File: src/rtl/core/pmc_pkg.sv
// shared types, constants and codes of the position motor controller
package pmc_pkg;

  localparam int unsigned COUNTS_PER_REV = 4840;
  localparam int unsigned CPR_W          = $clog2(COUNTS_PER_REV);
  localparam int unsigned FULL_TURN      = 46080;
  localparam int unsigned HALF_TURN      = 23040;
  localparam int unsigned BOOST_END      = 1536;

  localparam logic [2:0] CFG_KP           = 3'd0;
  localparam logic [2:0] CFG_KI_TS        = 3'd1;
  localparam logic [2:0] CFG_KD_RATE      = 3'd2;
  localparam logic [2:0] CFG_INTEG_LIMIT  = 3'd3;
  localparam logic [2:0] CFG_DEADZONE     = 3'd4;
  localparam logic [2:0] CFG_PWM_MAX      = 3'd5;
  localparam logic [2:0] CFG_PWM_MIN      = 3'd6;
  localparam logic [2:0] CFG_STATIC_BOOST = 3'd7;

  typedef struct packed {
    logic               action;
    logic signed [31:0] encoder_count;
    logic        [15:0] target_angle;
  } pmc_in_t;

  typedef struct packed {
    logic [7:0] pwm_duty;
    logic       direction;
    logic       in_deadzone;
  } pmc_out_t;

  typedef enum logic {
    OP_MUL,
    OP_DIV
  } pmc_op_t;

  typedef struct packed {
    pmc_op_t     op;
    logic [63:0] a;
    logic [31:0] b;
    logic [6:0]  len;
  } pmc_unit_req_t;

  typedef enum logic [3:0] {
    S_IDLE,
    S_MOD,
    S_ANG,
    S_VEL,
    S_VELF,
    S_INTEG,
    S_PROP,
    S_DERIV,
    S_BOOST,
    S_RAW,
    S_DUTY,
    S_OUT
  } pmc_state_t;

endpackage

File: src/rtl/core/pmc_serial_unit.sv
// bit-serial shift-add multiplier and restoring divider, one bit per cycle
module pmc_serial_unit (
  input  logic                   clk,
  input  logic                   rst,
  input  logic                   start,
  input  pmc_pkg::pmc_unit_req_t req,
  output logic                   done,
  output logic [63:0]            q,
  output logic [31:0]            r
);
  import pmc_pkg::*;

  logic        busy;
  logic [6:0]  cnt;
  pmc_op_t     op;
  logic [63:0] x;
  logic [31:0] y;
  logic [63:0] acc;
  logic [32:0] rem;
  logic [32:0] shifted;
  logic [33:0] diff;

  assign shifted = {rem[31:0], x[63]};
  assign diff    = {1'b0, shifted} - {2'b0, y};

  always_ff @(posedge clk) begin
    if (rst) begin
      busy <= 1'b0;
      done <= 1'b0;
      cnt  <= '0;
    end else begin
      done <= 1'b0;
      if (start && !busy) begin
        busy <= 1'b1;
        cnt  <= req.len;
      end else if (busy) begin
        cnt <= cnt - 7'd1;
        if (cnt == 7'd1) begin
          busy <= 1'b0;
          done <= 1'b1;
        end
      end
    end
  end

  always_ff @(posedge clk) begin
    if (start && !busy) begin
      op  <= req.op;
      x   <= req.a;
      y   <= req.b;
      acc <= '0;
      rem <= '0;
    end else if (busy) begin
      x <= x << 1;
      unique case (op)
        OP_MUL: begin
          if (y[0]) acc <= acc + x;
          y <= y >> 1;
        end
        OP_DIV: begin
          acc <= {acc[62:0], ~diff[33]};
          rem <= diff[33] ? shifted : diff[32:0];
        end
      endcase
    end
  end

  assign q = acc;
  assign r = rem[31:0];

endmodule

File: src/rtl/core/pid_position_motor_control.sv
// top level: position PI-D controller sequencer around a shared serial unit
//
// channel | direction | handshake          | payload
// in      | input     | in_valid/in_stall  | in_data   (pmc_in_t)
// out     | output    | out_valid/out_stall| out_data  (pmc_out_t)
// cfg     | input     | cfg_valid/cfg_ready| cfg_index, cfg_data
//
// the serial unit runs one bit per cycle through modulo, angle, velocity, three
// gain products and the boost ramp divide; a tick skips it at full boost and
// in the deadzone skips from velocity filter to output; a clear stays in idle.
// rst is synchronous; state, config and filter registers reset, operands do not.
// out_valid holds under out_stall; the next request is taken while a result waits.
module pid_position_motor_control (
  input  logic              clk,
  input  logic              rst,
  input  logic              in_valid,
  output logic              in_stall,
  input  pmc_pkg::pmc_in_t  in_data,
  output logic              out_valid,
  input  logic              out_stall,
  output pmc_pkg::pmc_out_t out_data,
  input  logic              cfg_valid,
  output logic              cfg_ready,
  input  logic [2:0]        cfg_index,
  input  logic [23:0]       cfg_data
);
  import pmc_pkg::*;

  logic [23:0] kp, ki_ts, kd_rate;
  logic [7:0]  integ_limit, pwm_max, pwm_min, static_boost;
  logic [10:0] deadzone;

  logic [31:0]        prev_count;
  logic signed [31:0] integ;
  logic signed [31:0] vel_f;
  logic [23:0]        duty_f;
  logic               last_dir;

  pmc_state_t state, state_next;
  logic               launched;
  logic               unit_start, unit_done;
  pmc_unit_req_t      req;
  logic [63:0]        uq;
  logic [31:0]        ur;

  logic signed [31:0] enc;
  logic [15:0]        tgt;
  logic [CPR_W-1:0]   m;
  logic signed [15:0] err;
  logic [14:0]        ae;
  logic signed [31:0] w;
  logic signed [57:0] u;
  logic [30:0]        boost;
  logic [7:0]         raw8;
  pmc_out_t           res;

  logic in_accept, can_load, in_dz, full_boost;
  logic [31:0] emag, d, dmag, vmag, ang_prod;
  logic [47:0] vprod;
  logic [18:0] bdiv;
  logic [10:0] bden;

  assign in_accept  = in_valid && !in_stall;
  assign can_load   = !out_valid || !out_stall;
  assign in_dz      = ae < {4'b0, deadzone};
  assign full_boost = ae >= 15'(BOOST_END);
  assign emag       = enc[31] ? 32'(-enc) : 32'(enc);
  assign d          = enc - prev_count;
  assign dmag       = d[31] ? -d : d;
  assign vmag       = vel_f[31] ? 32'(-vel_f) : 32'(vel_f);
  assign ang_prod   = 32'(m) * 32'(FULL_TURN);
  assign vprod      = 48'(dmag) * 48'(FULL_TURN);
  assign bdiv       = 19'(static_boost) * 19'(ae[10:0] - deadzone);
  assign bden       = 11'(BOOST_END) - deadzone;

  pmc_serial_unit u_unit (
    .clk   (clk),
    .rst   (rst),
    .start (unit_start),
    .req   (req),
    .done  (unit_done),
    .q     (uq),
    .r     (ur)
  );

  // configuration
  assign cfg_ready = 1'b1;

  always_ff @(posedge clk) begin
    if (rst) begin
      kp           <= 24'd5767;
      ki_ts        <= 24'd102;
      kd_rate      <= 24'd0;
      integ_limit  <= 8'd150;
      deadzone     <= 11'd102;
      pwm_max      <= 8'd140;
      pwm_min      <= 8'd45;
      static_boost <= 8'd18;
    end else if (cfg_valid && cfg_ready) begin
      unique case (cfg_index)
        CFG_KP:           kp           <= cfg_data;
        CFG_KI_TS:        ki_ts        <= cfg_data;
        CFG_KD_RATE:      kd_rate      <= cfg_data;
        CFG_INTEG_LIMIT:  integ_limit  <= cfg_data[7:0];
        CFG_DEADZONE:     deadzone     <= cfg_data[10:0];
        CFG_PWM_MAX:      pwm_max      <= cfg_data[7:0];
        CFG_PWM_MIN:      pwm_min      <= cfg_data[7:0];
        CFG_STATIC_BOOST: static_boost <= cfg_data[7:0];
        default: ;
      endcase
    end
  end

  // next state
  always_comb begin
    state_next = state;
    unique case (state)
      S_IDLE:  if (in_accept && !in_data.action) state_next = S_MOD;
      S_MOD:   if (unit_done) state_next = S_ANG;
      S_ANG:   if (unit_done) state_next = S_VEL;
      S_VEL:   if (unit_done) state_next = S_VELF;
      S_VELF:  state_next = in_dz ? S_OUT : S_INTEG;
      S_INTEG: if (unit_done) state_next = S_PROP;
      S_PROP:  if (unit_done) state_next = S_DERIV;
      S_DERIV: if (unit_done) state_next = S_BOOST;
      S_BOOST: if (full_boost || unit_done) state_next = S_RAW;
      S_RAW:   state_next = S_DUTY;
      S_DUTY:  state_next = S_OUT;
      S_OUT:   if (can_load) state_next = S_IDLE;
      default: state_next = S_IDLE;
    endcase
  end

  // outputs of the sequencer
  always_comb begin
    req        = '{op: OP_MUL, a: '0, b: '0, len: 7'd1};
    unit_start = 1'b0;
    in_stall   = (state != S_IDLE);
    unique case (state)
      S_MOD: begin
        req        = '{op: OP_DIV, a: {emag, 32'b0}, b: 32'(COUNTS_PER_REV), len: 7'd32};
        unit_start = !launched;
      end
      S_ANG: begin
        req        = '{op: OP_DIV, a: {ang_prod, 32'b0}, b: 32'(COUNTS_PER_REV),
                       len: 7'd32};
        unit_start = !launched;
      end
      S_VEL: begin
        req        = '{op: OP_DIV, a: {vprod, 16'b0}, b: 32'(COUNTS_PER_REV), len: 7'd48};
        unit_start = !launched;
      end
      S_INTEG: begin
        req        = '{op: OP_MUL, a: 64'(ki_ts), b: 32'(ae), len: 7'd15};
        unit_start = !launched;
      end
      S_PROP: begin
        req        = '{op: OP_MUL, a: 64'(kp), b: 32'(ae), len: 7'd15};
        unit_start = !launched;
      end
      S_DERIV: begin
        req        = '{op: OP_MUL, a: 64'(kd_rate), b: vmag, len: 7'd32};
        unit_start = !launched;
      end
      S_BOOST: begin
        req        = '{op: OP_DIV, a: {bdiv, 45'b0}, b: 32'(bden), len: 7'd42};
        unit_start = !launched && !full_boost;
      end
      default: ;
    endcase
  end

  always_ff @(posedge clk) begin
    if (rst) begin
      state     <= S_IDLE;
      launched  <= 1'b0;
      out_valid <= 1'b0;
    end else begin
      state <= state_next;
      if (unit_start) launched <= 1'b1;
      else if (unit_done) launched <= 1'b0;
      if (state == S_OUT && can_load) out_valid <= 1'b1;
      else if (!out_stall) out_valid <= 1'b0;
    end
  end

  // datapath
  logic signed [17:0] e0;
  logic [15:0]        ang;
  logic signed [40:0] pi_term;
  logic signed [41:0] isum, lim;
  logic signed [57:0] pk_term, kd_term;
  logic [57:0]        au, usum;
  logic [34:0]        rawv;
  logic [7:0]         c1;
  logic signed [34:0] vsum;
  logic [25:0]        dsum;

  assign ang     = uq[15:0];
  assign e0      = $signed({2'b0, tgt}) - $signed({2'b0, ang});
  assign pi_term = err[15] ? -$signed({2'b0, uq[38:0]}) : $signed({2'b0, uq[38:0]});
  assign isum    = 42'(integ) + 42'(pi_term);
  assign lim     = $signed({11'b0, integ_limit, 23'b0});
  assign pk_term = err[15] ? -$signed({19'b0, uq[38:0]}) : $signed({19'b0, uq[38:0]});
  assign kd_term = vel_f[31] ? -$signed({2'b0, uq[55:0]}) : $signed({2'b0, uq[55:0]});
  assign au      = u[57] ? 58'(-u) : 58'(u);
  assign usum    = au + {27'b0, boost};
  assign rawv    = usum[57:23];
  assign c1      = (rawv > 35'(pwm_max)) ? pwm_max : rawv[7:0];
  assign vsum    = 35'(w) + 35'(vel_f) + (35'(vel_f) <<< 1);
  assign dsum    = {2'b0, raw8, 16'b0} + 26'(duty_f) + (26'(duty_f) << 1);

  always_ff @(posedge clk) begin
    if (rst) begin
      prev_count <= '0;
      integ      <= '0;
      vel_f      <= '0;
      duty_f     <= '0;
      last_dir   <= 1'b0;
    end else begin
      unique case (state)
        S_IDLE: if (in_accept && in_data.action) begin
          integ  <= '0;
          duty_f <= '0;
        end
        S_VELF: begin
          vel_f      <= vsum[33:2];
          prev_count <= enc;
          if (in_dz) begin
            integ  <= '0;
            duty_f <= '0;
          end
        end
        S_INTEG: if (unit_done) begin
          if (isum > lim) integ <= lim[31:0];
          else if (isum < -lim) integ <= 32'(-lim);
          else integ <= isum[31:0];
        end
        S_DUTY: begin
          duty_f   <= dsum[25:2];
          last_dir <= !u[57];
        end
        default: ;
      endcase
    end
  end

  always_ff @(posedge clk) begin
    unique case (state)
      S_IDLE: if (in_accept) begin
        enc <= in_data.encoder_count;
        tgt <= in_data.target_angle;
      end
      S_MOD: if (unit_done) begin
        if (enc[31] && ur != '0) m <= CPR_W'(32'(COUNTS_PER_REV) - ur);
        else m <= ur[CPR_W-1:0];
      end
      S_ANG: if (unit_done) begin
        if (e0 > 18'sd23040) begin
          err <= 16'(e0 - 18'sd46080);
          ae  <= 15'(18'sd46080 - e0);
        end else if (e0 < -18'sd23040) begin
          err <= 16'(e0 + 18'sd46080);
          ae  <= 15'(e0 + 18'sd46080);
        end else begin
          err <= e0[15:0];
          ae  <= e0[17] ? 15'(-e0) : e0[14:0];
        end
      end
      S_VEL: if (unit_done) begin
        if (!d[31]) w <= (uq[47:0] > 48'h7fff_ffff) ? 32'sh7fff_ffff : $signed(uq[31:0]);
        else w <= (uq[47:0] > 48'h8000_0000) ? 32'sh8000_0000 : -$signed(uq[31:0]);
      end
      S_VELF: if (in_dz) res <= '{pwm_duty: 8'd0, direction: last_dir, in_deadzone: 1'b1};
      S_PROP: if (unit_done) u <= pk_term + 58'(integ);
      S_DERIV: if (unit_done) u <= u - kd_term;
      S_BOOST: begin
        if (full_boost) boost <= {static_boost, 23'b0};
        else if (unit_done) boost <= uq[30:0];
      end
      S_RAW: raw8 <= (c1 < pwm_min) ? pwm_min : c1;
      S_DUTY: res <= '{pwm_duty: dsum[25:18], direction: !u[57], in_deadzone: 1'b0};
      S_OUT: if (can_load) out_data <= res;
      default: ;
    endcase
  end

endmodule
File: config.mk
export PLATFORM = sky130hd
export DESIGN_NAME = pid_position_motor_control
export DESIGN_NICKNAME = d
export VERILOG_FILES = /design/src/rtl/core/pmc_pkg.sv /design/src/rtl/core/pmc_serial_unit.sv /design/src/rtl/core/pid_position_motor_control.sv
export SDC_FILE = /design/constraint.sdc
export NUM_CORES = 2
export LEC_CHECK = 0
export BUFFER_PORTS_ARGS = -buffer_cell sky130_fd_sc_hd__buf_2
export CAP_MARGIN = 5
export CORE_MARGIN = 2
export CORE_UTILIZATION = 65
export CTS_CLUSTER_DIAMETER = 60
export DETAILED_ROUTE_END_ITERATION = 6
export GPL_TIMING_DRIVEN = 0
export HOLD_SLACK_MARGIN = 0.06
export PLACE_DENSITY_LB_ADDON = 0.1
export SYNTH_ARGS = -nofsm -noshare
export SYNTH_HDL_FRONTEND = slang
export SYNTH_SLANG_ARGS = --single-unit
export TNS_END_PERCENT = 50
File: constraint.sdc
create_clock -name clk -period 15.2 [get_ports clk]
set_clock_uncertainty 0.05 [all_clocks]
set_input_delay 0 -clock clk [delete_from_list [all_inputs] [get_ports clk]]
set_output_delay 0 -clock clk [all_outputs]
set_load 0.005 [all_outputs]
==> reports/results.tsv <==
stage	metric	value	unit
run_status	run status	finished with violations	
worst_setup_path	reg-to-reg setup timing slack	2.37	ns
yosys	Post-Syn Area	59800	sq um
final_layout	most common cell after layout, fill and taps aside	nand2_1	
cts	hold_buf cts	136	
cts	CTS tree	yes	
place	Detailed Place HPWL	161	mm
cts	Clock Tree Root	clkbuf_16	
cts	clock-pin slew on the worst setup and hold paths	0.06	ns
yosys	flops & latches, synth	662	
worst_hold_path	worst min-delay path class	in -> reg	
yosys	Post-Synth XOR/XNOR Area	9.16	%
die	Initial Util	65.5	%
cts	postcts setup bufs	0	
detailed_routing	Total Routed Length	210	mm
grt	GR Util All Layers	43.6	%
sta	final setup fails	0	
worst_setup_path	crit-path max cell delay	0.96	ns
sta	Tcrit/Tclk final	84.4	%
worst_setup_path	Worst Path Arrival	13.20	ns
yosys	largest family of logic cells by synthesized area	compound AO/OA/AOI/OAI gates	
detailed_routing	First-pass DRT Iterations	7	
grt	pin count of the biggest net entering global routing	67	
yosys	compound-gate portion of the synthesized area	20.4	%
worst_setup_path	CP Launch Point	enc[2]$_DFFE_PP_	
cts	CTS Buffer Depth	3	
sta	Fin. Hold Viols	0	
yosys	Post-Synth Adder-Cell Area	18.6	%
detailed_routing	DRT iter0 DRCs	6487	
place	Inst Count DP	8429	
worst_setup_path	cells on worst reg2reg path	34	
detailed_routing	vias per std cell	6.50	
yosys	EDFF count, synth	323	
cts	CTS resizes	0	
worst_setup_path	worst path required time	15.57	ns
yosys	Synth Warn #	0	
worst_setup_path	Crit Path Max Fanout	10	
worst_setup_path	Worst Setup End Kind	register	
grt	initial antenna violation count	14	
flow_run	total of max-cap violations	2	
die	Die Area	94500	sq um
detailed_routing	vias after detailed routing	56800	
sta	final count of pins violating max slew	3	
sta	fin crit period	12.83	ns
worst_setup_path	crit start category	register	
die	# IOs	94	
die	Die Wd	307	um
worst_setup_path	Worst path slowest cell	clkbuf_1	
sta	RSZ-0062 raised after global routing	false	
final_layout	Layout Nets	8335	
die	Die H	307	um
sta	slew margin rel.	-4.84	%
grt	first-pass GRT wire length	316	mm
yosys	mux contribution to synthesized area	1.40	%
sta	Hold Worst Slack	0.0888	ns
final_layout	Core Util, Final	72.6	%
cts	TritonCTS buffer count	88	
worst_setup_path	Worst R2R Start	enc[2]$_DFFE_PP_	
grt	vias in the first global route	54400	
yosys	Synth Instances	7146	
yosys	Avg Inst Size Synth	8.37	sq um
sta	Max Freq	77.9	MHz
detailed_routing	WL/cell	24.0	um
yosys	sequential area share after synthesis	27.6	%
yosys	FFs w/ async S/R, synth	0	%
final_layout	fillers	7029	
yosys	Synth cell types	87	
worst_hold_path	WHS Path Cells	4	
cts	H-tree levels	3	
final_layout	share of cells above drive strength 1	4.82	%
cts	Clock Sinks	662	
yosys	ys flop type	dfxtp_1	
grt	final global-route overflow total	0	
sta	setup TNS	0	ns
worst_hold_path	HP Start	cfg_data[12]	
detailed_routing	drc violations	11	
yosys	Post-Synth Simple-Gate Area	17.4	%
die	Site Rows	111	
worst_setup_path	Crit Path Class	reg -> reg	
place	# port buffers	83	
cts	clk_lat worst skew	0.70	ns
sta	worst-margin pin slew	1.55	ns
yosys	Mapped Nets	8007	
final_layout	Final Non-Filler Cells	8742	
place	placer congestion estimate	1.02	
worst_hold_path	Hold EP	ki_ts[12]$_SDFFE_PP0P_	
worst_setup_path	FF-to-FF End	u_unit.x[63]$_DFFE_PP_	
die	CORE AREA	91400	sq um
detailed_routing	antenna-violating nets left	0	
run_status	failing checks	design-rule violations, max-capacitance violations, max-slew violations	
final_layout	area delta synth->final	10.9	%
final_layout	most frequent cells in the layout	877 x nand2_1, 595 x ha_1, 594 x a21oi_1	
-- logic make-up after synthesis --
| kind of cell | count (synthesis) |
|---|---|
| XOR/XNOR | 626 |
| multiplexers | 80 |
| flip-flops | 662 |
| buffers and inverters | 864 |
| AND/OR/NAND/NOR | 2211 |
| other | 1 |
| adder cells (fa/ha/maj) | 780 |
| AO/OA/AOI/OAI | 1922 |
-- final cells by class --
cell class,count,area [sq um],share of cell area (%)
buffer,295,1130,1.70
antenna,8,20.0,0.0302
inverter,569,2140,3.22
clock inverter,57,631,0.951
sequential,662,16500,24.9
tap,1186,1480,2.24
timing repair buffer,238,1980,2.98
clock buffer,107,2350,3.55
multi-input combinational,5620,40100,60.5
-- critical path: cells and delay by family (launching register included) --
family / cells / cell delay, ns
buf+inv: 5 / 2.80
xor+xnor: 3 / 0.85
flops: 1 / 0.56
simple gates: 1 / 0.22
compound gates: 20 / 5.95
fa+ha+maj: 5 / 2.11
-- how the worst max path moves through the flow --
stage,to,slack (ns)
3_5_place_dp,u_unit.x[63]$_DFFE_PP_,2.86
4_1_cts,u_unit.x[63]$_DFFE_PP_,2.80
3_3_place_gp,u_unit.x[63]$_DFFE_PP_,3.02
6_report,u_unit.x[63]$_DFFE_PP_,2.37
5_1_grt,u_unit.x[63]$_DFFE_PP_,1.91
2_1_floorplan,u_unit.x[63]$_DFFE_PP_,6.45
-- sequential cells by signal, indices dropped and copies added, names as in the netlist, 11 cells and up --
register / count
enc: 32
deadzone: 11
boost: 31
prev_count: 32
kd_rate: 24
integ: 32
kp: 24
u_unit.y: 32
tgt: 16
u_unit.q: 56
duty_f: 24
w: 32
u_unit.rem: 32
vel_f: 32
u_unit.x: 64
u: 58
ae: 15
ki_ts: 24
m: 13
-- Yosys cell counts, types with 27 or more instances --
cell type	instances	area (sq um)
o21ai_0	409	2050
xor2_1	204	1790
or2_2	40	250
a21oi_1	595	2980
edfxtp_1	323	9700
nand2b_1	79	494
mux2i_1	54	541
a21o_1	172	1290
o211ai_1	43	323
and2_1	103	644
dfxtp_1	339	6790
o21bai_1	45	338
o311ai_0	29	254
nand3b_1	27	203
nor2b_1	102	638
or4_1	32	240
and3_1	41	257
nand4_1	46	288
a22oi_1	44	330
a221oi_1	32	280
fa_1	185	3700
nor2_1	477	1790
nand2_1	877	3290
xnor2_1	422	3700
a211oi_1	61	458
o22ai_1	37	231
clkbuf_1	263	987
a31oi_1	72	450
o31ai_1	62	465
nor3_1	107	536
o21a_1	74	556
inv_1	569	2140
nor4_1	49	307
nand3_1	112	561
or3_1	62	388
ha_1	595	7440
-- through the flow --
stage | cell area (sq um) | setup WS (ns)
after floorplan | 59800 | 6.45
after global placement | 61700 | 3.02
after detailed placement | 61900 | 2.86
after CTS | 66300 | 2.80
after global routing | 66300 | 1.91
final | 66300 | 2.37
-- metal layers --
layer | wire length [um] | track usage, % | share of wire (%)
met3 | 19500 | 7.71 | 9.3
met2 | 95000 | 70.7 | 45
met4 | 17600 | 30.9 | 8.4
met1 | 77900 | 52.7 | 37
met5 | 48 | 0 | 0.023
Power is not shown: default switching activity piles up to over one toggle a cycle in this logic, so the estimate is an artifact.
